### config.mk
export PLATFORM = sky130hd
export DESIGN_NAME = devicetree_token_stream_parser
export DESIGN_NICKNAME = d
export VERILOG_FILES = /design/src/rtl/dtsp_pkg.sv /design/src/rtl/dtsp_front.sv /design/src/rtl/dtsp_queue.sv /design/src/rtl/dtsp_back.sv /design/src/rtl/devicetree_token_stream_parser.sv
export SDC_FILE = /design/constraint.sdc
export NUM_CORES = 2
export LEC_CHECK = 0
export BUFFER_PORTS_ARGS = -buffer_cell sky130_fd_sc_hd__buf_2
export CORE_UTILIZATION = 60
export CTS_CLUSTER_SIZE = 40
export DETAILED_ROUTE_END_ITERATION = 10
export GPL_TIMING_DRIVEN = 0
export PLACE_DENSITY = 0.76
export REMOVE_ABC_BUFFERS = 1
export SETUP_SLACK_MARGIN = 0.05
export SLEW_MARGIN = 20
export SYNTH_ARGS = -nofsm -noshare
export SYNTH_HDL_FRONTEND = slang
export SYNTH_SLANG_ARGS = --single-unit
### constraint.sdc
create_clock -name clk -period 18.6 [get_ports clk]
set_input_delay 1.86 -clock clk [delete_from_list [all_inputs] [get_ports clk]]
set_output_delay 1.86 -clock clk [all_outputs]
set_load 0.005 [all_outputs]
### src/rtl/dtsp_pkg.sv
package dtsp_pkg;

	localparam int MAX_DEPTH       = 64;
	localparam int MAX_BLOCK_BYTES = 67108864;

	localparam int WORD_W      = 32;
	localparam int OFF_W       = 27;
	localparam int OUT_OFF_W   = 28;
	localparam int OUT_DEPTH_W = 7;
	localparam int DEPTH_W     = $clog2(MAX_DEPTH + 1);

	// queue between front and back, power of two
	localparam int QUEUE_DEPTH = 4;
	localparam int QUEUE_AW    = $clog2(QUEUE_DEPTH);

	// structure block tokens
	localparam logic [WORD_W-1:0] TOK_BEGIN   = 32'h1;
	localparam logic [WORD_W-1:0] TOK_ENDNODE = 32'h2;
	localparam logic [WORD_W-1:0] TOK_PROP    = 32'h3;
	localparam logic [WORD_W-1:0] TOK_NOP     = 32'h4;
	localparam logic [WORD_W-1:0] TOK_END     = 32'h9;

	// result kinds
	localparam logic [2:0] KIND_BEGIN = 3'd0;
	localparam logic [2:0] KIND_ENDN  = 3'd1;
	localparam logic [2:0] KIND_PROP  = 3'd2;
	localparam logic [2:0] KIND_DATA  = 3'd3;
	localparam logic [2:0] KIND_END   = 3'd4;
	localparam logic [2:0] KIND_ERROR = 3'd5;

	// error codes
	localparam logic [3:0] ERR_NONE       = 4'd0;
	localparam logic [3:0] ERR_UNKNOWN    = 4'd1;
	localparam logic [3:0] ERR_FIRST      = 4'd2;
	localparam logic [3:0] ERR_NAME       = 4'd3;
	localparam logic [3:0] ERR_PROP_HDR   = 4'd4;
	localparam logic [3:0] ERR_PROP_DATA  = 4'd5;
	localparam logic [3:0] ERR_UNOPENED   = 4'd6;
	localparam logic [3:0] ERR_NO_END     = 4'd7;
	localparam logic [3:0] ERR_DEPTH_OVER = 4'd8;

	// configuration register indexes
	localparam logic CFG_BLOCK_SIZE  = 1'b0;
	localparam logic CFG_BLOCK_START = 1'b1;

	typedef struct packed {
		logic [WORD_W-1:0] word;
		logic              restart;
	} item_t;

	typedef struct packed {
		logic [2:0]             kind;
		logic [OUT_OFF_W-1:0]   token_offset;
		logic [OUT_DEPTH_W-1:0] depth;
		logic [OFF_W-1:0]       prop_length;
		logic [WORD_W-1:0]      name_offset;
		logic [WORD_W-1:0]      data_word;
		logic [2:0]             valid_bytes;
		logic [3:0]             error_code;
		logic                   final_in_run;
	} result_t;

	// one queue entry: the results of one word
	typedef struct packed {
		result_t              first;
		logic                 two;
		logic [OUT_OFF_W-1:0] second_off;
	} qent_t;

	typedef struct packed {
		logic  push;
		qent_t ent;
	} qwr_t;

	typedef struct packed {
		logic  empty;
		qent_t ent;
	} qrd_t;

endpackage

### src/rtl/dtsp_front.sv
module dtsp_front (
	input  logic                    clk,
	input  logic                    arst_n,
	input  logic                    item_valid,
	output logic                    item_stall,
	input  dtsp_pkg::item_t         item,
	input  logic                    cfg_we,
	input  logic                    cfg_index,
	input  logic [26:0]             cfg_data,
	input  logic                    q_full,
	output dtsp_pkg::qwr_t          qwr
);
	import dtsp_pkg::*;

	localparam logic [2:0] PH_TOKEN = 3'd0;
	localparam logic [2:0] PH_NAME  = 3'd1;
	localparam logic [2:0] PH_PLEN  = 3'd2;
	localparam logic [2:0] PH_PNAME = 3'd3;
	localparam logic [2:0] PH_DATA  = 3'd4;

	localparam logic [OFF_W-1:0] MAX_BS = OFF_W'(MAX_BLOCK_BYTES);

	logic [OFF_W-1:0]   bs_q, start_q;
	logic [2:0]         phase_q, phase_e, phase_n;
	logic [OFF_W-1:0]   off_q, off_e, off_n;
	logic [DEPTH_W-1:0] depth_q, depth_e, depth_n;
	logic               root_q, root_e, root_n;
	logic [OFF_W-1:0]   left_q, left_e, left_n;
	logic [OFF_W-1:0]   plen_q, plen_e, plen_n;
	logic [OFF_W-1:0]   tstart_q, tstart_e, tstart_n;
	logic               stop_q, stop_e, stop_n;

	logic               accept;
	logic [OFF_W-1:0]   rem, sat, vlen, ev_off;
	logic [WORD_W-1:0]  plim;
	logic               last, have1, nul;
	logic [WORD_W-1:0]  w;
	logic [2:0]         f_kind, f_vb;
	logic [3:0]         f_err;
	logic [OFF_W-1:0]   f_plen;
	logic [WORD_W-1:0]  f_name, f_data;
	qent_t              ent;

	assign item_stall = q_full;
	assign accept     = item_valid && !q_full;
	assign w          = item.word;

	// saturate and align block size at write time
	assign sat = (cfg_data > MAX_BS) ? MAX_BS : cfg_data;

	always_ff @(posedge clk or negedge arst_n) begin
		if (!arst_n) begin
			bs_q    <= '0;
			start_q <= '0;
		end else if (cfg_we) begin
			if (cfg_index == CFG_BLOCK_SIZE) begin
				bs_q <= sat & ~OFF_W'(3);
			end else begin
				start_q <= cfg_data;
			end
		end
	end

	// restart clears the context before this word is looked at
	always_comb begin
		phase_e  = item.restart ? PH_TOKEN : phase_q;
		off_e    = item.restart ? '0 : off_q;
		depth_e  = item.restart ? '0 : depth_q;
		root_e   = item.restart ? 1'b0 : root_q;
		left_e   = item.restart ? '0 : left_q;
		plen_e   = item.restart ? '0 : plen_q;
		tstart_e = item.restart ? '0 : tstart_q;
		stop_e   = item.restart ? 1'b0 : stop_q;
	end

	assign rem  = bs_q - off_e;
	assign last = (rem == OFF_W'(4));
	assign nul  = (w[31:24] == 8'd0) || (w[23:16] == 8'd0) || (w[15:8] == 8'd0)
		|| (w[7:0] == 8'd0);
	assign vlen = (left_e > OFF_W'(4)) ? OFF_W'(4) : left_e;
	// room for the value after the 12-byte header, at full word width
	assign plim = {{(WORD_W-OFF_W){1'b0}}, bs_q} - {{(WORD_W-OFF_W){1'b0}}, tstart_e}
		- WORD_W'(12);

	always_comb begin
		phase_n  = phase_e;
		off_n    = off_e;
		depth_n  = depth_e;
		root_n   = root_e;
		left_n   = left_e;
		plen_n   = plen_e;
		tstart_n = tstart_e;
		stop_n   = stop_e;
		have1    = 1'b0;
		f_kind   = KIND_ERROR;
		f_err    = ERR_NONE;
		f_plen   = '0;
		f_name   = '0;
		f_data   = '0;
		f_vb     = '0;
		ev_off   = off_e;
		ent      = '0;
		if (!stop_e) begin
			if (off_e >= bs_q) begin
				have1  = 1'b1;
				f_err  = ERR_NO_END;
				stop_n = 1'b1;
			end else begin
				case (phase_e)
					PH_NAME: begin
						if (nul) begin
							phase_n = PH_TOKEN;
						end else if (last) begin
							have1  = 1'b1;
							f_err  = ERR_NAME;
							stop_n = 1'b1;
						end
					end
					PH_PLEN: begin
						if (w > plim) begin
							have1  = 1'b1;
							f_err  = ERR_PROP_DATA;
							stop_n = 1'b1;
						end else begin
							plen_n  = w[OFF_W-1:0];
							phase_n = PH_PNAME;
						end
					end
					PH_PNAME: begin
						have1   = 1'b1;
						f_kind  = KIND_PROP;
						f_plen  = plen_e;
						f_name  = w;
						ev_off  = tstart_e;
						left_n  = plen_e;
						phase_n = (plen_e != '0) ? PH_DATA : PH_TOKEN;
					end
					PH_DATA: begin
						have1  = 1'b1;
						f_kind = KIND_DATA;
						f_plen = plen_e;
						f_data = w;
						f_vb   = vlen[2:0];
						left_n = left_e - vlen;
						if (left_e == vlen) begin
							phase_n = PH_TOKEN;
						end
					end
					default: begin
						phase_n = PH_TOKEN;
						if (!root_e && w != TOK_NOP && w != TOK_BEGIN) begin
							have1  = 1'b1;
							f_err  = ERR_FIRST;
							stop_n = 1'b1;
						end else if (w == TOK_NOP) begin
							// skip
						end else if (w == TOK_BEGIN) begin
							if (depth_e >= DEPTH_W'(MAX_DEPTH)) begin
								have1  = 1'b1;
								f_err  = ERR_DEPTH_OVER;
								stop_n = 1'b1;
							end else if (last) begin
								have1  = 1'b1;
								f_err  = ERR_NAME;
								stop_n = 1'b1;
							end else begin
								have1   = 1'b1;
								f_kind  = KIND_BEGIN;
								root_n  = 1'b1;
								depth_n = depth_e + DEPTH_W'(1);
								phase_n = PH_NAME;
							end
						end else if (w == TOK_ENDNODE) begin
							have1 = 1'b1;
							if (depth_e == '0) begin
								f_err  = ERR_UNOPENED;
								stop_n = 1'b1;
							end else begin
								f_kind  = KIND_ENDN;
								depth_n = depth_e - DEPTH_W'(1);
							end
						end else if (w == TOK_PROP) begin
							if (rem < OFF_W'(12)) begin
								have1  = 1'b1;
								f_err  = ERR_PROP_HDR;
								stop_n = 1'b1;
							end else begin
								tstart_n = off_e;
								phase_n  = PH_PLEN;
							end
						end else if (w == TOK_END) begin
							have1  = 1'b1;
							f_kind = KIND_END;
							stop_n = 1'b1;
						end else begin
							have1  = 1'b1;
							f_err  = ERR_UNKNOWN;
							stop_n = 1'b1;
						end
					end
				endcase
				off_n = off_e + OFF_W'(4);
				// last word consumed and no end token seen
				if (!stop_n && last) begin
					if (have1) begin
						ent.two = 1'b1;
					end else begin
						have1  = 1'b1;
						f_kind = KIND_ERROR;
						f_err  = ERR_NO_END;
						ev_off = off_e;
					end
					stop_n = 1'b1;
				end
			end
		end
		ent.first.kind         = f_kind;
		ent.first.token_offset = {1'b0, start_q} + {1'b0, ev_off};
		ent.first.depth        = OUT_DEPTH_W'(depth_n);
		ent.first.prop_length  = f_plen;
		ent.first.name_offset  = f_name;
		ent.first.data_word    = f_data;
		ent.first.valid_bytes  = f_vb;
		ent.first.error_code   = f_err;
		ent.first.final_in_run = !ent.two;
		ent.second_off         = {1'b0, start_q} + {1'b0, off_e};
	end

	assign qwr.push = accept && have1;
	assign qwr.ent  = ent;

	always_ff @(posedge clk or negedge arst_n) begin
		if (!arst_n) begin
			phase_q  <= PH_TOKEN;
			off_q    <= '0;
			depth_q  <= '0;
			root_q   <= 1'b0;
			left_q   <= '0;
			plen_q   <= '0;
			tstart_q <= '0;
			stop_q   <= 1'b1;
		end else if (accept) begin
			phase_q  <= phase_n;
			off_q    <= off_n;
			depth_q  <= depth_n;
			root_q   <= root_n;
			left_q   <= left_n;
			plen_q   <= plen_n;
			tstart_q <= tstart_n;
			stop_q   <= stop_n;
		end
	end

endmodule

### src/rtl/dtsp_queue.sv
module dtsp_queue (
	input  logic           clk,
	input  logic           arst_n,
	input  dtsp_pkg::qwr_t qwr,
	output logic           full,
	input  logic           pop,
	output dtsp_pkg::qrd_t qrd
);
	import dtsp_pkg::*;

	qent_t               mem_q [QUEUE_DEPTH];
	logic [QUEUE_AW-1:0] wr_ptr_q, rd_ptr_q;
	logic [QUEUE_AW:0]   count_q;
	logic                do_push, do_pop;

	assign full      = (count_q == (QUEUE_AW+1)'(QUEUE_DEPTH));
	assign qrd.empty = (count_q == '0);
	assign qrd.ent   = mem_q[rd_ptr_q];
	assign do_push   = qwr.push && !full;
	assign do_pop    = pop && !qrd.empty;

	always_ff @(posedge clk) begin
		if (do_push) begin
			mem_q[wr_ptr_q] <= qwr.ent;
		end
	end

	always_ff @(posedge clk or negedge arst_n) begin
		if (!arst_n) begin
			wr_ptr_q <= '0;
			rd_ptr_q <= '0;
			count_q  <= '0;
		end else begin
			if (do_push) begin
				wr_ptr_q <= wr_ptr_q + QUEUE_AW'(1);
			end
			if (do_pop) begin
				rd_ptr_q <= rd_ptr_q + QUEUE_AW'(1);
			end
			if (do_push && !do_pop) begin
				count_q <= count_q + (QUEUE_AW+1)'(1);
			end else if (do_pop && !do_push) begin
				count_q <= count_q - (QUEUE_AW+1)'(1);
			end
		end
	end

endmodule

### src/rtl/dtsp_back.sv
module dtsp_back (
	input  logic              clk,
	input  logic              arst_n,
	input  dtsp_pkg::qrd_t    qrd,
	output logic              pop,
	output logic              result_valid,
	input  logic              result_stall,
	output dtsp_pkg::result_t result
);
	import dtsp_pkg::*;

	logic    out_valid_q, sec_pend_q, adv;
	result_t out_q, sec_q, sec;

	assign adv = !out_valid_q || !result_stall;
	assign pop = adv && !sec_pend_q && !qrd.empty;

	// trailing missing-end error of a two-result word
	always_comb begin
		sec              = '0;
		sec.kind         = KIND_ERROR;
		sec.token_offset = qrd.ent.second_off;
		sec.depth        = qrd.ent.first.depth;
		sec.error_code   = ERR_NO_END;
		sec.final_in_run = 1'b1;
	end

	always_ff @(posedge clk or negedge arst_n) begin
		if (!arst_n) begin
			out_valid_q <= 1'b0;
			sec_pend_q  <= 1'b0;
		end else if (adv) begin
			if (sec_pend_q) begin
				out_valid_q <= 1'b1;
				sec_pend_q  <= 1'b0;
			end else begin
				out_valid_q <= !qrd.empty;
				sec_pend_q  <= !qrd.empty && qrd.ent.two;
			end
		end
	end

	always_ff @(posedge clk) begin
		if (adv) begin
			if (sec_pend_q) begin
				out_q <= sec_q;
			end else begin
				out_q <= qrd.ent.first;
				sec_q <= sec;
			end
		end
	end

	assign result_valid = out_valid_q;
	assign result       = out_q;

endmodule

### src/rtl/devicetree_token_stream_parser.sv
// Channel   Direction  Handshake                 Payload
// item      in         item_valid / item_stall   dtsp_pkg::item_t   (word, restart)
// result    out        result_valid / result_stall dtsp_pkg::result_t
// config    in         cfg_we                    cfg_index, cfg_data
//
// One word is taken every cycle while the result queue has room; the front
// decides all results of a word in the cycle it is transferred.
// A word yields zero, one or two results. The result register drains one per
// cycle while result_stall is low, so a steady run of two-result words fills the
// queue and stalls words. Each result is queued, then registered for output.
// Reset clears parser context and queue; the parser starts stopped and waits
// for a word with restart set. Config registers reset to zero.
// item_stall rises only when the four-entry queue is full.
module devicetree_token_stream_parser (
	input  logic              clk,
	input  logic              arst_n,
	input  logic              item_valid,
	output logic              item_stall,
	input  dtsp_pkg::item_t   item,
	output logic              result_valid,
	input  logic              result_stall,
	output dtsp_pkg::result_t result,
	input  logic              cfg_we,
	input  logic              cfg_index,
	input  logic [26:0]       cfg_data
);
	import dtsp_pkg::*;

	qwr_t qwr;
	qrd_t qrd;
	logic q_full;
	logic pop;

	// front: classify each word, track offset and depth, build results
	dtsp_front u_front (
		.clk        (clk),
		.arst_n     (arst_n),
		.item_valid (item_valid),
		.item_stall (item_stall),
		.item       (item),
		.cfg_we     (cfg_we),
		.cfg_index  (cfg_index),
		.cfg_data   (cfg_data),
		.q_full     (q_full),
		.qwr        (qwr)
	);

	// hold per-word result groups so each side can stall on its own
	dtsp_queue u_queue (
		.clk    (clk),
		.arst_n (arst_n),
		.qwr    (qwr),
		.full   (q_full),
		.pop    (pop),
		.qrd    (qrd)
	);

	// back: split each group into single result transfers
	dtsp_back u_back (
		.clk          (clk),
		.arst_n       (arst_n),
		.qrd          (qrd),
		.pop          (pop),
		.result_valid (result_valid),
		.result_stall (result_stall),
		.result       (result)
	);

endmodule

# Word level (Yosys, flattened, before mapping)
# Memory sizes are Yosys's and may differ from the RTL's.
# Cells that the tools add are included.
[word_totals] ff_bits=353 mem_bits_rw=664 inputBits=66 out_inout_bits=139 mem_count=1
[memory_table] name="u_queue.mem_q" words=4 width=166 read_ports=1 rd_clocked_by_memory_dff=0 write_ports=1 line="dtsp_queue.sv:11" source="qent_t mem_q [QUEUE_DEPTH];"
[classes] addsub=13 order_cmp=6 eq_ne=14 mux=147 n_bitwise=2 n_reduce_logical=40
[op_table] op="$mux W27" n=31
[op_table] op="$mux W32" n=6
[op_table] op="$mux W134" n=1
[op_table] op="$mux W3" n=33
[op_table] op="$mux W7" n=11
[op_table] op="$eq A32 B2 Y1 const B" n=2
[op_table] op="$add A27 B27 Y28" n=2
[op_table] op="$pmux W27 S2" n=1
[op_table] op="$sub A27 B27 Y27" n=2
[op_table] op="$mux W1" n=46
[op_table] op="$mux W4" n=11
[op_table] op="$eq A32 B1 Y1 const B" n=1
[op_table] op="$eq A32 B3 Y1 const B" n=1
[op_table] op="$eq A32 B4 Y1 const B" n=1
[op_table] op="$gt A32 B32 Y1" n=1
[op_table] op="$logic_not A8 Y1" n=4
[op_table] op="$ne A32 B1 Y1 const B" n=1
[op_table] op="$ne A32 B3 Y1 const B" n=1
[op_table] op="$sub A32 B4 Y32 const B" n=1
[op_table] op="$sub A27 B27 Y28" n=1
[op_table] op="$add A27 B3 Y27 const B" n=1
[op_table] op="$eq A27 B27 Y1" n=1
[op_table] op="$eq A27 B3 Y1 const B" n=1
[op_table] op="$ge A27 B27 Y1" n=1
[op_table] op="other kinds (28)" n=60

# Depth between registers and ports, before layout
[depth] depth_word=23 ltp_mapped=48 ltp_nobuf=41

# By module
# A second synthesis with hierarchy kept.
[hier_totals] cells_unflattened=3342 area_unflattened_um2=47448.0
[modules_own_cells] module="dtsp_queue" n_inst=1 cells_per_inst=904 area_each_um2=24367.1
[modules_own_cells] module="dtsp_front" n_inst=1 cells_per_inst=2106 area_each_um2=16667.2
[modules_own_cells] module="dtsp_back" n_inst=1 cells_per_inst=332 area_each_um2=6413.7

# Worst setup path after synthesis
# Ideal clock, no wire load.
[synth_path] kind="input to register" startpoint="in item[0] (netlist bit)" endpoint="mem u_queue.mem_q[0][0] (netlist bit) (enable)" setup_time_ns=0.694 t_arrival_ns=15.964 required_time_ns=17.906 path_slack_ns=1.942 stages=32 path_cell_list="clkbuf_1 inv_1 clkbuf_1 clkbuf_1 buf_1 buf_1 nand2_1 ha_1 a211oi_2 o21bai_1 a21oi_2 and3_1 o21ai_0 a2111oi_4 nand3_1 or3_4 or4_4 or3_4 nor3_2 xnor2_1 ha_1 nand3_1 or4_1 nor3_1 o221a_2 o21ai_0 a31o_2 nand2_1 nor4b_1 a211oi_1 a31o_2 nor2_1"
[synth_between] elab_chain_cells=21
[synth_lines] element="from (decl)" line="devicetree_token_stream_parser.sv:19" source="input dtsp_pkg::item_t item,"
[synth_lines] element="branches (longest 16 deep; another with $sub A32 B4 Y32)"
[synth_lines] element="$mux W1 *" line="dtsp_front.sv:103" source="if (!stop_e) begin"
[synth_lines] element="$logic_and A1 B1 Y1 *" line="dtsp_front.sv:229" source="assign qwr.push = accept && have1;"
[synth_lines] element="$logic_and A1 B1 Y1 *" line="dtsp_queue.sv:19" source="assign do_push = qwr.push && !full;"
[synth_lines] element="$mux W1 *" line="dtsp_queue.sv:23" source="if (do_push) begin"
[synth_lines] element="$mux W1 (not written as such) *" line="dtsp_queue.sv:24" source="mem_q[wr_ptr_q] <= qwr.ent;"
[synth_lines] element="to (decl)" line="dtsp_queue.sv:11"
# Mark *: on every way between the ends. The select of a mux whose other input is x is not followed.

==> impl_metrics.env <==
export IMPL_grt_use_total_pct=29.79
export IMPL_grt_pass1_vias=30167
export IMPL_place_area_um2=50650
export IMPL_hold_violations=0
export IMPL_ioPinCount=205
export IMPL_synthesis_area_um2=47280
export IMPL_num_vias=29847
export IMPL_grt_pass1_wl_um=179400
export IMPL_peakVddDrop_v=0.0001036
export IMPL_worstSetupEndpointType="register"
export IMPL_initial_utilization_pct=60.83
export IMPL_arrival_ns=14.99
export IMPL_wl_met3_um=5983
export IMPL_max_slew_margin_pct=27.17
export IMPL_drt_iter0_drc=2556
export IMPL_path_clk_slew_ns=0.06
export IMPL_synth_edff_count=836
export IMPL_floorplan_rows=102
export IMPL_crit_top_cell="o21ai_0"
export IMPL_slowest_delay_ns=0.64
export IMPL_setup_tns_ns=0
export IMPL_p_per_area_nw_per_um2=130.9
export IMPL_worstMarginPinSlew_ns=1.092
export IMPL_timing_rr_end="u_queue.mem_q[0][159]$_DFFE_PP_"
export IMPL_cts_tree="built"
export IMPL_cp_required_ns=19.08
export IMPL_start_kind="primary input"
export IMPL_setup_viol=0
export IMPL_min_to="u_front.root_q$_DFFE_PN0P_"
export IMPL_async_flop_share_pct=17.80
export IMPL_finish_instance_area_um2=54040
export IMPL_grt_max_degree=66
export IMPL_place_ws_ns=3.633
export IMPL_avgSynthCellArea_um2=14.25
export IMPL_r2r_slack_ns=6.00
export IMPL_utilization_pct=69.53
export IMPL_gr_total_overflow=0
export IMPL_top_layer="met4"
export IMPL_slowest_stage="xnor2_1"
export IMPL_rsz0062_at_grt="no"
export IMPL_hold_ws_ns=0.4882
export IMPL_r2r_start="u_front.tstart_q[8]$_DFFE_PN0P_"
export IMPL_clock_sinks=1017
export IMPL_wire_per_inst_um=25.18
export IMPL_h_tree_depth=3
export IMPL_syn_inst=3318
export IMPL_portBuffers=204
export IMPL_die_h_um=282.7
export IMPL_wl_met2_um=59950
export IMPL_drc=0
export IMPL_antenna_found_initial=1
export IMPL_fmax_mhz=68.89
export IMPL_path_class="in -> reg"
export IMPL_yosysSeqAreaShare_pct=62.68
export IMPL_met1_length_um=48260
export IMPL_ys_ff_latch=1017
export IMPL_synth_distinct_cells=86
export IMPL_worstHoldStart="u_front.root_q$_DFFE_PN0P_"
export IMPL_area_delta_synth_final_pct=14.30
export IMPL_hold_path_class="reg -> reg"
export IMPL_status="complete, no violations"
export IMPL_timing_max_cap_violations=0
export IMPL_clockBufferDepth=3
export IMPL_cts_resized_gates=0
export IMPL_cts_buffers=102
export IMPL_period_needed_ns=14.52
export IMPL_r2r_cells=40
export IMPL_postRouteAntennaNets=0
export IMPL_clock_latency_ns=0.69
export IMPL_ff_latch_area_um2=29650
export IMPL_hold_buffers=0
export IMPL_fp_dieArea_um2=79920
export IMPL_avgViaCountPerCell=6.395
export IMPL_cts_setup_buffers=0
export IMPL_cts_root_buf="clkbuf_16"
export IMPL_layout_commonest_cell="edfxtp_1"
export IMPL_min_delay_path_depth=1
export IMPL_final_cell_mix="edfxtp_1 (836), nand2_1 (219), buf_2 (202)"
export IMPL_multi_input_area_um2=16880
export IMPL_clock_skew_ns=0.05329
export IMPL_worst_slack_ns=4.084
export IMPL_finalCritPeriodShare_pct=78.04
export IMPL_drt_wl_total_um=117500
export IMPL_dpl_hpwl_um=80690
export IMPL_cp_max_fo=60
export IMPL_yosys_warnings=0
export IMPL_finalWeightedCongestion=0.9272
export IMPL_nFillCells=5085
export IMPL_synth_flop_cell="edfxtp_1"
export IMPL_leakage_nw=20.28
export IMPL_slew_viol_final=0
export IMPL_drive_above_1_share_pct=19.88
export IMPL_core_area_um2=77720
export IMPL_dr_pass1_iters=7
export IMPL_die_w_um=282.7
export IMPL_nets=3762
[cell families after synthesis]
family	synth area share, %
DFF	62.68
and+or+nand+nor	10.24
AOI/OAI and AO/OA	8.453
muxes	10.11
buffers and inverters	1.868
adders and majority gates	4.044
xor gates and xnor gates	2.594
other	0.007932
[report_power, final]
| part | leakage, nW | internal, W | switching, W |
|---|---|---|---|
| sequential | 10.3 | 0.00296 | 0.000172 |
| combinational | 8.40 | 0.000901 | 0.000980 |
| clock | 1.62 | 0.00118 | 0.000884 |
| total | 20.3 | 0.00504 | 0.00204 |
[layout make-up]
| cell class | count | area share (%) |
|---|---|---|
| clock buffers | 134 | 5.096 |
| diodes | 1 | 0.004631 |
| repair buffers | 272 | 4.663 |
| inverters | 80 | 0.5603 |
| well taps | 1040 | 2.408 |
| flip-flops and latches | 1017 | 54.86 |
| multi-input cells | 2072 | 31.24 |
| clock inverters | 51 | 1.165 |
[worst max-delay path by stage]
stage             from                         endpoint  slack (ns)  cells after the start
2_1_floorplan  item[0]    u_queue.mem_q[0][0]$_DFFE_PP_        2.00                     27
3_3_place_gp   item[0]  u_queue.mem_q[1][149]$_DFFE_PP_       -7.03                     27
3_5_place_dp   item[0]  u_queue.mem_q[1][159]$_DFFE_PP_        3.63                     42
4_1_cts        item[0]  u_queue.mem_q[0][159]$_DFFE_PP_        4.29                     42
5_1_grt        item[0]  u_queue.mem_q[3][159]$_DFFE_PP_        3.40                     42
6_report       item[0]  u_queue.mem_q[0][159]$_DFFE_PP_        4.08                     42
[per-layer routing]
metal	track usage, %	vias to the layer above
li1	-	13293
met1	39.76	15253
met2	50.99	1090
met3	3.672	211
met4	9.938	0
met5	0	-
[worst max-delay path, delay by kind of cell]
family,cells,cell delay (ns)
fa+ha+maj,4,1.37
xor+xnor,3,0.96
buf+inv,3,1.17
mux,1,0.10
simple gates,11,4.03
compound gates,20,5.40
[per-stage QoR]
| stage | std cells | total power [W] |
|---|---|---|
| after floorplan | 3169 | 0.004534 |
| after global placement | 4413 | 0.005273 |
| after detailed placement | 4481 | 0.005051 |
| after CTS | 4666 | 0.007121 |
| after global routing | 4667 | 0.007371 |
| final | 4667 | 0.007074 |
[registers in the layout, summed over array words and instances, names as in the netlist]
signal	count
u_back.result_valid	1
u_front.off_q	27
u_front.left_q	27
u_queue.rd_ptr_q	2
u_queue.mem_q	664
u_back.sec_q	35
u_back.sec_pend_q	1
u_front.root_q	1
u_front.bs_q	25
u_front.start_q	27
u_front.phase_q	3
u_front.plen_q	27
u_front.depth_q	7
u_front.stop_q	1
u_queue.count_q	3
u_back.result	137
u_front.tstart_q	27
u_queue.wr_ptr_q	2
[synth_stat cells (6+ instances only)]
cell	instances	share of area, %
nor2b_1	119	1.6
ha_1	148	3.9
o2111ai_1	7	0.13
nand2b_1	29	0.38
a221o_1	18	0.38
o31a_1	8	0.15
clkbuf_1	104	0.83
or2_2	19	0.25
buf_2	7	0.074
a22o_1	66	1.2
mux2i_1	30	0.64
nor2_1	162	1.3
mux4_2	166	7.9
dfrtp_1	180	9.5
o21a_1	23	0.37
xnor2_1	89	1.6
mux2_2	66	1.6
a21boi_0	6	0.095
nand2_1	221	1.8
nand4_1	31	0.41
a31o_2	8	0.15
nand3b_1	7	0.11
a22oi_1	16	0.25
or3_1	16	0.21
xor2_1	51	0.94
a21oi_1	128	1.4
buf_1	36	0.29
and3_1	55	0.73
nor3_1	71	0.75
a21o_1	51	0.81
or4_1	8	0.13
o21ai_1	9	0.095
a211oi_1	16	0.25
o21bai_1	11	0.17
a31oi_1	26	0.34
and4_1	8	0.15
and2_1	71	0.94
nand3_1	58	0.61
o211ai_1	17	0.27
o21ai_0	119	1.3
inv_1	79	0.63
nor3b_1	6	0.095
edfxtp_1	836	53
nor4_1	34	0.45
Power figures use the tool's default switching activity.
